<file path="src/nnrs_pkg.sv">
// Package for the nearest-neighbor RGB scaler: shared types, codes and helpers.
// Used by every module of the block but nnrs_div; depends on nothing else.

package nnrs_pkg;

    // Width of every size register.
    localparam int SIZE_W = 11;

    // Width of the configuration address.
    localparam int APB_AW = 5;

    // Register indexes, taken from paddr[4:2].
    localparam logic [2:0] REG_SOURCE_WIDTH  = 3'd0;
    localparam logic [2:0] REG_SOURCE_HEIGHT = 3'd1;
    localparam logic [2:0] REG_TARGET_WIDTH  = 3'd2;
    localparam logic [2:0] REG_TARGET_HEIGHT = 3'd3;
    localparam logic [2:0] REG_SWAP_RED_BLUE = 3'd4;

    // Operation codes that travel on the input tuser.
    localparam logic OP_WRITE = 1'b0;
    localparam logic OP_READ  = 1'b1;

    // Result status codes that travel on the output tuser.
    localparam logic STATUS_OK         = 1'b0;
    localparam logic STATUS_NOT_LOADED = 1'b1;

    // Configuration register contents.
    typedef struct packed {
        logic [SIZE_W-1:0] source_width;
        logic [SIZE_W-1:0] source_height;
        logic [SIZE_W-1:0] target_width;
        logic [SIZE_W-1:0] target_height;
        logic              swap_red_blue;
    } t_cfg;

    // Controller states.
    typedef enum logic [2:0] {
        S_IDLE,
        S_EVAL,
        S_DIV,
        S_CLAMP,
        S_ADDR,
        S_READ,
        S_PUSH,
        S_FAULT
    } t_state;

    // Commands from the controller to the datapath.
    typedef struct packed {
        logic take_in;
        logic store_wr;
        logic div_start;
        logic clamp;
        logic addr;
        logic push_pixel;
        logic push_fault;
    } t_cmd;

    // Status from the datapath to the controller.
    typedef struct packed {
        logic op_read;
        logic loaded;
        logic div_busy;
        logic out_free;
    } t_stat;

    // A size of zero acts as one, and a size above the maximum acts as the maximum.
    function automatic logic [SIZE_W-1:0] fit_size(input logic [SIZE_W-1:0] v,
                                                   input int unsigned maxv);
        logic [SIZE_W-1:0] res;
        if (v == '0) begin
            res = SIZE_W'(1);
        end else if (32'(v) > maxv) begin
            res = SIZE_W'(maxv);
        end else begin
            res = v;
        end
        return res;
    endfunction

endpackage

</file>
<file path="src/nnrs_regs.sv">
// Configuration registers of the nearest-neighbor RGB scaler behind an APB-style port.
// Depends on nnrs_pkg for the register indexes and the configuration struct.

module nnrs_regs (
    input  logic                       i_clk,
    input  logic                       i_rst_n,
    input  logic                       psel,
    input  logic                       penable,
    input  logic                       pwrite,
    input  logic [nnrs_pkg::APB_AW-1:0] paddr,
    input  logic [31:0]                pwdata,
    output logic [31:0]                prdata,
    output logic                       pready,
    output nnrs_pkg::t_cfg             o_cfg
);

    nnrs_pkg::t_cfg r_cfg;
    logic [2:0]     w_index;
    logic           w_write;

    assign pready  = 1'b1;
    assign w_index = paddr[4:2];
    assign w_write = psel && penable && pwrite && pready;
    assign o_cfg   = r_cfg;

    // Register write on the access phase of a write transaction.
    always_ff @(posedge i_clk) begin
        if (!i_rst_n) begin
            r_cfg.source_width  <= nnrs_pkg::SIZE_W'(64);
            r_cfg.source_height <= nnrs_pkg::SIZE_W'(64);
            r_cfg.target_width  <= nnrs_pkg::SIZE_W'(64);
            r_cfg.target_height <= nnrs_pkg::SIZE_W'(64);
            r_cfg.swap_red_blue <= 1'b0;
        end else if (w_write) begin
            unique case (w_index)
                nnrs_pkg::REG_SOURCE_WIDTH:  r_cfg.source_width  <= pwdata[10:0];
                nnrs_pkg::REG_SOURCE_HEIGHT: r_cfg.source_height <= pwdata[10:0];
                nnrs_pkg::REG_TARGET_WIDTH:  r_cfg.target_width  <= pwdata[10:0];
                nnrs_pkg::REG_TARGET_HEIGHT: r_cfg.target_height <= pwdata[10:0];
                nnrs_pkg::REG_SWAP_RED_BLUE: r_cfg.swap_red_blue <= pwdata[0];
                default: begin
                end
            endcase
        end
    end

    // Read data mux.
    always_comb begin
        unique case (w_index)
            nnrs_pkg::REG_SOURCE_WIDTH:  prdata = 32'(r_cfg.source_width);
            nnrs_pkg::REG_SOURCE_HEIGHT: prdata = 32'(r_cfg.source_height);
            nnrs_pkg::REG_TARGET_WIDTH:  prdata = 32'(r_cfg.target_width);
            nnrs_pkg::REG_TARGET_HEIGHT: prdata = 32'(r_cfg.target_height);
            nnrs_pkg::REG_SWAP_RED_BLUE: prdata = 32'(r_cfg.swap_red_blue);
            default:                     prdata = '0;
        endcase
    end

endmodule

</file>
<file path="config.mk">
export PLATFORM = sky130hd
export DESIGN_NAME = nnrs_regs
export DESIGN_NICKNAME = d
export VERILOG_FILES = /design/src/nnrs_pkg.sv /design/src/nnrs_regs.sv
export SDC_FILE = /design/constraint.sdc
export NUM_CORES = 1
export LEC_CHECK = 0
export BUFFER_PORTS_ARGS = -buffer_cell sky130_fd_sc_hd__buf_2
export CORE_ASPECT_RATIO = 2
export CORE_MARGIN = 2
export CORE_UTILIZATION = 41
export CTS_CLUSTER_SIZE = 24
export DETAILED_ROUTE_END_ITERATION = 7
export PLACE_DENSITY = 0.75
export SLEW_MARGIN = 5
export SYNTH_ARGS = -nofsm -noshare
export SYNTH_HDL_FRONTEND = slang
export SYNTH_SLANG_ARGS = --single-unit
</file>
<file path="constraint.sdc">
create_clock -name i_clk -period 1.34 [get_ports i_clk]
set_input_delay 0.268 -clock i_clk [delete_from_list [all_inputs] [get_ports i_clk]]
set_output_delay 0.268 -clock i_clk [all_outputs]
set_load 0.05 [all_outputs]
</file>
Yosys cells after proc, flatten, opt, wreduce, memory -nomap -nowiden
Index checks and enable logic that the tools add are counted.
- multipliers: 0
- bitwise logic cells: 0
- equal/unequal tests: 4
- add/sub/neg operators: 0
- shift-type cells: 0
- $lt $le $gt $ge: 0
- divide/modulo/power cells: 0
- muxes and demuxes: 1
- reductions and logical operators: 8
- operators with widths (operator ; count):
    $pmux W11 S5 ; 1
    $reduce_and A2 Y1 ; 5
    $eq A3 B2 Y1 const B ; 2
    $eq A3 B1 Y1 const B ; 1
    $eq A3 B3 Y1 const B ; 1
    $logic_not A3 Y1 ; 1
    $logic_and A1 B1 Y1 ; 2
- flip-flop bits (word level): 45
- bits in read-only memories: 0
- bits of input ports: 42
- RAM bits: 0
- word-level logic and storage cells: 18
- memories: 0
- latch bits: 0

Logic depth before layout (Yosys ltp)
- word-level depth: 3
- mapped depth: 6
- depth with buffers taken out: 3

Worst setup path after synthesis
No wires, ideal clock.
- path type: register -> output
- from: register r_cfg (netlist bit o_cfg[1])
- to: output port prdata[0]
- data arrival time: 1.735 ns
- slack: -0.663 ns
- cell stages (with the launch flop): 4
- buffers on the path: 0
- cells stage by stage: dfxtp_1 mux2_2 a22oi_1 o22ai_1
- cells in the longest elaborated chain, start to end: 1
- RTL lines (what ; RTL line ; text):
    start: declaration ; nnrs_regs.sv:17 ; nnrs_pkg::t_cfg r_cfg;
    $pmux W11 S5 ; nnrs_regs.sv:49 ; unique case (w_index)
    end: declaration ; nnrs_regs.sv:12 ; output logic [31:0] prdata,
No other way between the ends.

Worst setup path after layout
- from: register r_cfg (netlist bit o_cfg[33])
- to: output port prdata[10]
The elaborated chain is that of the path after synthesis.

==> reports/qor.csv <==
metric,value,unit
drive_above_1_share,61.6,%
setup_slack,-0.312,ns
setup_viol_count_final,11,
stdcell_count,401,
whs_endpoint,o_cfg[29],
start_util,42.2,%
dieArea,0.00623,sq mm
met1_usage,21.2,%
drc,0,
overflow,0,
via_per_inst,4.89,
seq_area,971,sq um
dp_cells,391,
first_pass_iters,4,
layout_common_cells,"buf_2 (61), buf_4 (56), nand2_1 (52), mux2i_1 (44), dfxtp_2 (38)",
pin_count,120,
numPortBuffers,74,
ff2ff_setup_slack,0.45,ns
maxCapViolCount,0,
finalCritPeriodShare,123,%
yosys.area_share.adder,0,%
track_usage,20.4,%
powerDensity,782,mW/mm^2
ys_ff_latch,45,
numClockSinks,45,
end_kind,primary output,
max_freq,605,MHz
nNetsFinal,382,
cp.arrival,1.38,ns
yosysTopAreaCell,dfxtp_1,
grt_pass1_vias,2056,
antenna_found_initial,0,
grt-busiest-layer,met2,
clock_path_buffers,2,
avgSynthCellArea,10.5,sq um
grt_max_degree,32,
holdWs,0.289,ns
nFillCells,474,
ff2ff_path_depth,4,
synth-seq-area-share,39.3,%
crit_path_max_fanout,2,
drt_iter0_markers,35,
muxShareOfSynthArea,30.1,%
grtUsageMet3,3.06,%
die_h,110,microns
ir_worst_vdd,545,uV
final_common_cell,buf_2,
min_period,1.65,ns
min_from,pwdata[6],
vias,1962,
numCtsBuffers,5,
violations,setup timing,
r2r-end,o_cfg[18],
hold_class,primary input to flop,
startpoint_type,flop,
yosys.area_share.xor_xnor,0,%
yosysTopAreaCellShare,39.3,%
finClkSkew,0,ns
htreeDepth,2,
pre_cts_ws,-0.494,ns
ctsHoldBuffers,0,
dp.final_hpwl,4.67,mm
fp.dieW,56.8,microns
multiInputGateArea,0.00125,sq mm
hold_depth,3,
final_hold_viol_count,0,
placed_cell_area,0.00314,sq mm
p_total,2.58,mW
power.leakage,1.55,nW
drv_slew,0,
largest_register_ffs,45,
grt.met2_usage,39.1,%
outcome,"complete, but fails checks",
wire_per_inst,15.4,microns
path_clk_slew,0.09,ns
cts_root_buf,clkbuf_8,
clkLatencyLatePin,0.30,ns
syn_to_final_growth,44.1,%
cts_tree,built,
rsz0062_at_grt,yes,
fp.coreArea,0.00542,sq mm
ys_types,25,
syn_inst,218,
rows,38,
gp_congestion,0.848,
grt_pass1_wl,9.77,mm
synth_top_family_by_area,multiplexers,
ant_nets,0,
postLayoutCellArea,0.00330,sq mm
required,1.07,ns
path_class,flop to primary output,
timing.critical_path.from,o_cfg[33],
synth_area,0.00229,sq mm
synthTopCellsByArea,"dfxtp_1 (39%), mux2i_1 (19%), nand2_1 (8.5%)",
synthSimpleGateAreaFrac,15.7,%
n_antenna_cell,0,
routed_wirelength,6.18,mm
ys_warn_count,0,
r2r-start,o_cfg[18],
synth-compound-area-share,1.69,%
timing repair:
action,CTS,global route
hold endpoints to repair,0,0
gates cloned,0,0
pin swaps,2,2
setup endpoints to repair,11,12
buffers inserted,2,0
resized for setup,27,1
cell usage after synthesis:
| cell type | n |
|---|---|
| nand2_1 | 52 |
| dfxtp_1 | 45 |
| mux2i_1 | 44 |
| buf_4 | 22 |
| nor2b_1 | 15 |
| mux4_2 | 7 |
| clkbuf_1 | 6 |
| buf_2 | 3 |
| mux4_1 | 3 |
| and3b_4 | 2 |
| buf_12 | 2 |
| buf_6 | 2 |
| buf_8 | 2 |
| conb_1 | 2 |
| a22oi_1 | 1 |
| and3_4 | 1 |
| and4b_4 | 1 |
| mux2_2 | 1 |
| nand3b_1 | 1 |
| nand4_1 | 1 |
| nor2_2 | 1 |
| o21a_1 | 1 |
| o22ai_1 | 1 |
| o311ai_0 | 1 |
| o41ai_1 | 1 |
through the flow:
stage / TNS (ns) / utilization, %
after floorplan: -0.287 / -
after global routing: -3.64 / 60.9
after CTS: -3.35 / 60.8
after global placement: -11.56 / 57.9
final: -3.24 / 60.9
after detailed placement: -12.99 / 57.9
worst max path at each step:
stage / endpoint / slack [ns] / cells past startpoint
after floorplan: prdata[3] / -0.10 / 4
after global placement: prdata[6] / -0.46 / 4
after detailed placement: prdata[7] / -0.49 / 4
after CTS: prdata[10] / -0.33 / 3
after global routing: prdata[2] / -0.35 / 3
final: prdata[10] / -0.31 / 3
kinds of logic (layout without fill, tap and decap cells):
family | Yosys count | after routing
other | 2 | 22
DFF | 45 | 45
muxes | 55 | 55
buffers and inverters | 37 | 140
and+or+nand+nor | 74 | 74
AOI/OAI and AO/OA | 5 | 5
layout make-up:
cell class	instances	share of cell area, %
well taps	60	2.28
multi-input cells	156	37.9
repair buffers	132	27.9
flip-flops and latches	45	29.4
clock buffers	7	2.31
clock inverters	1	0.152
where the power goes:
group          leakage (nW)  switching, mW  total [mW]  internal (mW)
Combinational          1.12          0.309       0.422          0.113
Clock                0.0422          0.450       0.817          0.367
Sequential            0.383        0.00575        1.34           1.34
metal layers:
| metal | share of wire (%) | routed length, microns |
|---|---|---|
| met5 | 0 | 0 |
| met4 | 2.8 | 170 |
| met3 | 4.0 | 247 |
| met2 | 58 | 3580 |
| met1 | 35 | 2180 |
critical path: stages (launching register included):
cell and delay, ns:
dfxtp_4 0.35, mux4_2 0.45, nor2b_4 0.14, buf_6 0.14
No activity file was read; power rests on OpenSTA's default activity.
