## config.mk

```make
export PLATFORM = sky130hd
export DESIGN_NAME = nnrs_ctrl
export DESIGN_NICKNAME = d
export VERILOG_FILES = /design/src/nnrs_pkg.sv /design/src/nnrs_ctrl.sv
export SDC_FILE = /design/constraint.sdc
export NUM_CORES = 1
export LEC_CHECK = 0
export ABC_AREA = 1
export BUFFER_PORTS_ARGS = -buffer_cell sky130_fd_sc_hd__buf_2
export CORE_AREA = 5 5 42 44
export CTS_CLUSTER_DIAMETER = 60
export CTS_CLUSTER_SIZE = 16
export DETAILED_ROUTE_END_ITERATION = 16
export DIE_AREA = 0 0 47 49
export GPL_TIMING_DRIVEN = 0
export MAX_ROUTING_LAYER = met4
export PLACE_DENSITY = 0.52
export SLEW_MARGIN = 5
export SYNTH_ARGS = -nofsm -noshare
export SYNTH_HDL_FRONTEND = slang
export SYNTH_SLANG_ARGS = --single-unit
```

## constraint.sdc

```tcl
create_clock -name i_clk -period 0.8 [get_ports i_clk]
set_input_delay 0.12 -clock i_clk [delete_from_list [all_inputs] [get_ports i_clk]]
set_output_delay 0.12 -clock i_clk [all_outputs]
set_load 0.01 [all_outputs]
```

## src/nnrs_pkg.sv

```systemverilog
// Package for the nearest-neighbor RGB scaler: shared types, codes and helpers.
// Used by every module of the block but nnrs_div; depends on nothing else.

package nnrs_pkg;

    // Width of every size register.
    localparam int SIZE_W = 11;

    // Width of the configuration address.
    localparam int APB_AW = 5;

    // Register indexes, taken from paddr[4:2].
    localparam logic [2:0] REG_SOURCE_WIDTH  = 3'd0;
    localparam logic [2:0] REG_SOURCE_HEIGHT = 3'd1;
    localparam logic [2:0] REG_TARGET_WIDTH  = 3'd2;
    localparam logic [2:0] REG_TARGET_HEIGHT = 3'd3;
    localparam logic [2:0] REG_SWAP_RED_BLUE = 3'd4;

    // Operation codes that travel on the input tuser.
    localparam logic OP_WRITE = 1'b0;
    localparam logic OP_READ  = 1'b1;

    // Result status codes that travel on the output tuser.
    localparam logic STATUS_OK         = 1'b0;
    localparam logic STATUS_NOT_LOADED = 1'b1;

    // Configuration register contents.
    typedef struct packed {
        logic [SIZE_W-1:0] source_width;
        logic [SIZE_W-1:0] source_height;
        logic [SIZE_W-1:0] target_width;
        logic [SIZE_W-1:0] target_height;
        logic              swap_red_blue;
    } t_cfg;

    // Controller states.
    typedef enum logic [2:0] {
        S_IDLE,
        S_EVAL,
        S_DIV,
        S_CLAMP,
        S_ADDR,
        S_READ,
        S_PUSH,
        S_FAULT
    } t_state;

    // Commands from the controller to the datapath.
    typedef struct packed {
        logic take_in;
        logic store_wr;
        logic div_start;
        logic clamp;
        logic addr;
        logic push_pixel;
        logic push_fault;
    } t_cmd;

    // Status from the datapath to the controller.
    typedef struct packed {
        logic op_read;
        logic loaded;
        logic div_busy;
        logic out_free;
    } t_stat;

    // A size of zero acts as one, and a size above the maximum acts as the maximum.
    function automatic logic [SIZE_W-1:0] fit_size(input logic [SIZE_W-1:0] v,
                                                   input int unsigned maxv);
        logic [SIZE_W-1:0] res;
        if (v == '0) begin
            res = SIZE_W'(1);
        end else if (32'(v) > maxv) begin
            res = SIZE_W'(maxv);
        end else begin
            res = v;
        end
        return res;
    endfunction

endpackage

```

## src/nnrs_ctrl.sv

```systemverilog
// Controller of the nearest-neighbor RGB scaler: sequences one item at a time.
// Depends on nnrs_pkg for the state, command and status types.

module nnrs_ctrl (
    input  logic            i_clk,
    input  logic            i_rst_n,
    input  logic            i_in_valid,
    output logic            o_in_ready,
    input  nnrs_pkg::t_stat i_stat,
    output nnrs_pkg::t_cmd  o_cmd
);

    nnrs_pkg::t_state r_state;
    nnrs_pkg::t_state n_state;

    // State register.
    always_ff @(posedge i_clk) begin
        if (!i_rst_n) begin
            r_state <= nnrs_pkg::S_IDLE;
        end else begin
            r_state <= n_state;
        end
    end

    // Next state and commands.
    always_comb begin
        n_state    = r_state;
        o_cmd      = '0;
        o_in_ready = 1'b0;
        unique case (r_state)
            nnrs_pkg::S_IDLE: begin
                o_in_ready = 1'b1;
                if (i_in_valid) begin
                    o_cmd.take_in = 1'b1;
                    n_state       = nnrs_pkg::S_EVAL;
                end
            end
            nnrs_pkg::S_EVAL: begin
                priority if (!i_stat.op_read) begin
                    o_cmd.store_wr = 1'b1;
                    n_state        = nnrs_pkg::S_IDLE;
                end else if (!i_stat.loaded) begin
                    n_state = nnrs_pkg::S_FAULT;
                end else begin
                    o_cmd.div_start = 1'b1;
                    n_state         = nnrs_pkg::S_DIV;
                end
            end
            nnrs_pkg::S_DIV: begin
                if (!i_stat.div_busy) begin
                    n_state = nnrs_pkg::S_CLAMP;
                end
            end
            nnrs_pkg::S_CLAMP: begin
                o_cmd.clamp = 1'b1;
                n_state     = nnrs_pkg::S_ADDR;
            end
            nnrs_pkg::S_ADDR: begin
                o_cmd.addr = 1'b1;
                n_state    = nnrs_pkg::S_READ;
            end
            nnrs_pkg::S_READ: begin
                n_state = nnrs_pkg::S_PUSH;
            end
            nnrs_pkg::S_PUSH: begin
                if (i_stat.out_free) begin
                    o_cmd.push_pixel = 1'b1;
                    n_state          = nnrs_pkg::S_IDLE;
                end
            end
            nnrs_pkg::S_FAULT: begin
                if (i_stat.out_free) begin
                    o_cmd.push_fault = 1'b1;
                    n_state          = nnrs_pkg::S_IDLE;
                end
            end
            default: begin
                n_state = nnrs_pkg::S_IDLE;
            end
        endcase
    end

endmodule

```

# Yosys cells after proc, flatten, opt, wreduce, memory -nomap -nowiden

Index checks and enable logic that the tools add are counted.

Output and inout port bits: 8
Bits of input ports: 7
Logic and storage cells: 32
Bits in registers: 3

Eq/ne operators: 10
Reductions and logical operators: 3
Mux-type cells: 18

Operator list:

| operator             | number |
|---|---|
| $pmux W3 S7          | 1 |
| $mux W3              | 5 |
| $eq A3 B3 Y1 const B | 4 |
| $mux W1              | 11 |
| $eq A3 B2 Y1 const B | 2 |
| $ne A2 B2 Y1 const B | 2 |
| $eq A3 B1 Y1 const B | 1 |
| $logic_not A3 Y1     | 1 |
| $reduce_and A3 Y1    | 1 |
| $mux W2              | 1 |
| $ne A2 B1 Y1 const B | 1 |
| $reduce_or A2 Y1     | 1 |

# Logic depth before layout (Yosys ltp)

Word-level depth: 4
Gate-level depth with buffers: 7
Depth with buffers taken out: 7

# Least setup slack after synthesis

No wires, ideal clock.

Path kind: register -> output
Start: register r_state[2]
End: output o_cmd[0] in the netlist's numbering
Path buffers: 0
Required time: 0.680 ns
Arrival: 0.908 ns
Stages on the path, launching flop included: 3
Setup slack: -0.228 ns
Path through: dfxtp_1 > inv_2 > nor4_1

RTL lines:

| what                     | RTL line        | source |
|---|---|---|
| start: declaration       | nnrs_ctrl.sv:13 | `nnrs_pkg::t_state r_state;` |
| start signal: assignment | nnrs_ctrl.sv:19 | `r_state <= nnrs_pkg::S_IDLE;` |
| start signal: assignment | nnrs_ctrl.sv:21 | `r_state <= n_state;` |
| end: declaration         | nnrs_ctrl.sv:10 | `output nnrs_pkg::t_cmd o_cmd` |

==> results_dict.tcl <==
set metrics [dict create \
    crit_buf_inv 2 \
    fin_worst_skew_ns 0.00513 \
    cpMaxStageDelayCell "dfxtp_4" \
    die_y_um 49 \
    yosysTopAreaCellShare 0.245 \
    grt.overflow.total 0 \
    regArea_um2 71.3 \
    critPathArrivalTime_ns 1.06 \
    ys_warn_count 0 \
    fp.dieW_um 47 \
    vias 347 \
    synthTopCellsByCount "nor2_1 (12), nand2_1 (10), inv_1 (8)" \
    final_area_um2 520 \
    drv_slew 0 \
    power_density_nw_per_um2 3490 \
    ys_seq_area_frac 0.245 \
    critPathKind "flop to output pin" \
    synth_top_cell_by_area "dfxtp_1" \
    clk_pin_slew_worst_paths_ns 0.04 \
    cts_tree "built" \
    hold_viol 0 \
    ys_types 10 \
    core_um2 1400 \
    r2r_cells 7 \
    placed_area_um2 402 \
    synth_area_um2 245 \
    drc 0 \
    critPathMaxFanout 7 \
    drive_gt1_frac 0.594 \
    worst_slack_ns -0.379 \
    cp-end-kind "output pin" \
    cp.required_ns 0.68 \
    grt_pass1_wl_um 1240 \
    critical_path_depth 3 \
    multi_input_area_um2 230 \
    io_pins 15 \
    fill_cells 170 \
    synth_edf_count 0 \
    clk_latency_ns 0.23 \
    syn_inst 46 \
    die_area_um2 2300 \
    syn-num-nets 53 \
    cp_cell_sequence "inv_6 > nor4_4 > buf_2" \
    clkSinkCount 3 \
    initial_core_util 0.175 \
    critPathLaunchType "flop" \
    worst_pin_slew_ns 0.244 \
    fin_crit_sh 1.47 \
    drt_iter0_drc 0 \
    top_regs "r_state (3)" \
    gp_congestion 0.768 \
    slowest_delay_ns 0.38 \
    num_rows 14 \
    firstDrtPassIters 1 \
    wl_per_cell_um 9.72 \
    hpwlAfterDp_um 565 \
    h-tree-depth 1 \
    status "finished with violations" \
    root_buffer "clkbuf_4" \
    synth.most_common_cell "nor2_1" \
    fmax_mhz 848 \
    synth_area_per_cell_um2 5.33 \
    synthArstFlopShare 0 \
    finalCriticalPeriod_ns 1.18 \
    routed_via_density 4.08 \
    postCtsHoldBufs 0 \
    synth_ff_type "dfxtp_1" \
    drtAntennaViolNets 0 \
    min-delay-path-class "primary input to flop" \
    hold_depth 3 \
    cts_buffers 3 \
    largest_reg_flops 3 \
    grt_max_degree 8 \
    ir_drop_uv 1300 \
    diodes 0 \
    ctsLongestPathBuffers 2 \
    track_usage 0.0742 \
    maxCapViolCount 0 \
    rsz0062_at_grt "yes" \
    finalSetupViolCount 11 \
    synthTopCellsByArea "dfxtp_1 (24%), nor2_1 (18%), nand2_1 (15%)" \
    synth_seq_cells 3 \
    power_leakage_nw 0.273 \
    whs_ns 0.0951 \
    antenna_found_initial 0 \
    wl_um 826 \
    port_buffers 14 \
    crit_family "flip-flops" \
    syn2layout_area_growth_pct 112 \
    first_global_vias 328 \
    nets 77 \
    violations "negative setup slack" \
    largest-register "r_state" \
    max_slew_margin 0.836 \
]
==> worst paths after layout <==
| kind | from | end | slack, ns |
|---|---|---|---|
| setup / recovery | r_state[2]$_SDFFE_PN0P_ | o_cmd[1] | -0.38 |
| hold / removal | i_rst_n | r_state[2]$_SDFFE_PN0P_ | 0.1 |
| setup reg to reg | r_state[2]$_SDFFE_PN0P_ | r_state[0]$_SDFFE_PN0P_ | -0.24 |
| hold reg to reg | r_state[0]$_SDFFE_PN0P_ | r_state[0]$_SDFFE_PN0P_ | 0.63 |
==> worst min-delay path, cell delays in order <==
cell and delay (ns):
buf_2 0.10, nand2_1 0.05, inv_1 0.04
==> per-stage QoR <==
step,TNS (ns),power [W],std cells,utilization,worst slack [ns]
final,-3.43,0.00181,85,0.371,-0.379
after global routing,-4.05,0.00197,85,0.371,-0.434
after CTS,-3.44,0.00171,84,0.346,-0.411
after detailed placement,-1.34,0.00121,76,0.287,-0.188
after global placement,-1.32,0.00121,76,0.287,-0.184
after floorplan,-0.382,0.000989,46,-,-0.0799
==> cell type report <==
type / count / area share
clock buffers: 4 / 0.0505
multi-input cells: 33 / 0.442
flip-flops and latches: 3 / 0.137
inverters: 10 / 0.0962
repair buffers: 19 / 0.236
well taps: 16 / 0.0385
==> routing by layer <==
metal | vias up | share of wire | GRT usage
met4 | 0 | 0 | 0.0553
met1 | 148 | 0.41 | 0.0786
met3 | 0 | 0.036 | 0.0111
met2 | 6 | 0.55 | 0.118
li1 | 193 | - | -
met5 | - | 0 | -
==> layout by cell type (no fill, tap or decap), types with 3 or more instances in the layout <==
| cell type | synthesis | layout |
|---|---|---|
| dfxtp_4 | 0 | 3 |
| clkbuf_4 | 0 | 3 |
| buf_2 | 0 | 14 |
| nand2_1 | 10 | 9 |
| nor2_1 | 12 | 6 |
| buf_6 | 0 | 4 |
| nor2_2 | 0 | 5 |
| inv_1 | 8 | 6 |
==> power by group <==
group | internal, W | switching, W | leakage [nW]
logic | 0.000496 | 0.000651 | 0.231
clock network | 0.000187 | 0.0000771 | 0.0150
registers | 0.000254 | 0.000149 | 0.0267
==> timing repair <==
| item | CTS | global route |
|---|---|---|
| setup endpoints to repair | 11 | 11 |
| pin swaps | 4 | 9 |
| gates resized for setup | 8 | 6 |
| buffers inserted | 4 | 1 |
==> logic make-up (layout without fill, tap and decap cells) <==
family	after synthesis	after routing	synth area share
AO/OA/AOI/OAI	2	2	0.0408
buffers and inverters	10	33	0.153
flip-flops	3	3	0.245
AND/OR/NAND/NOR	31	31	0.561
(Power assumes the default switching activity.)
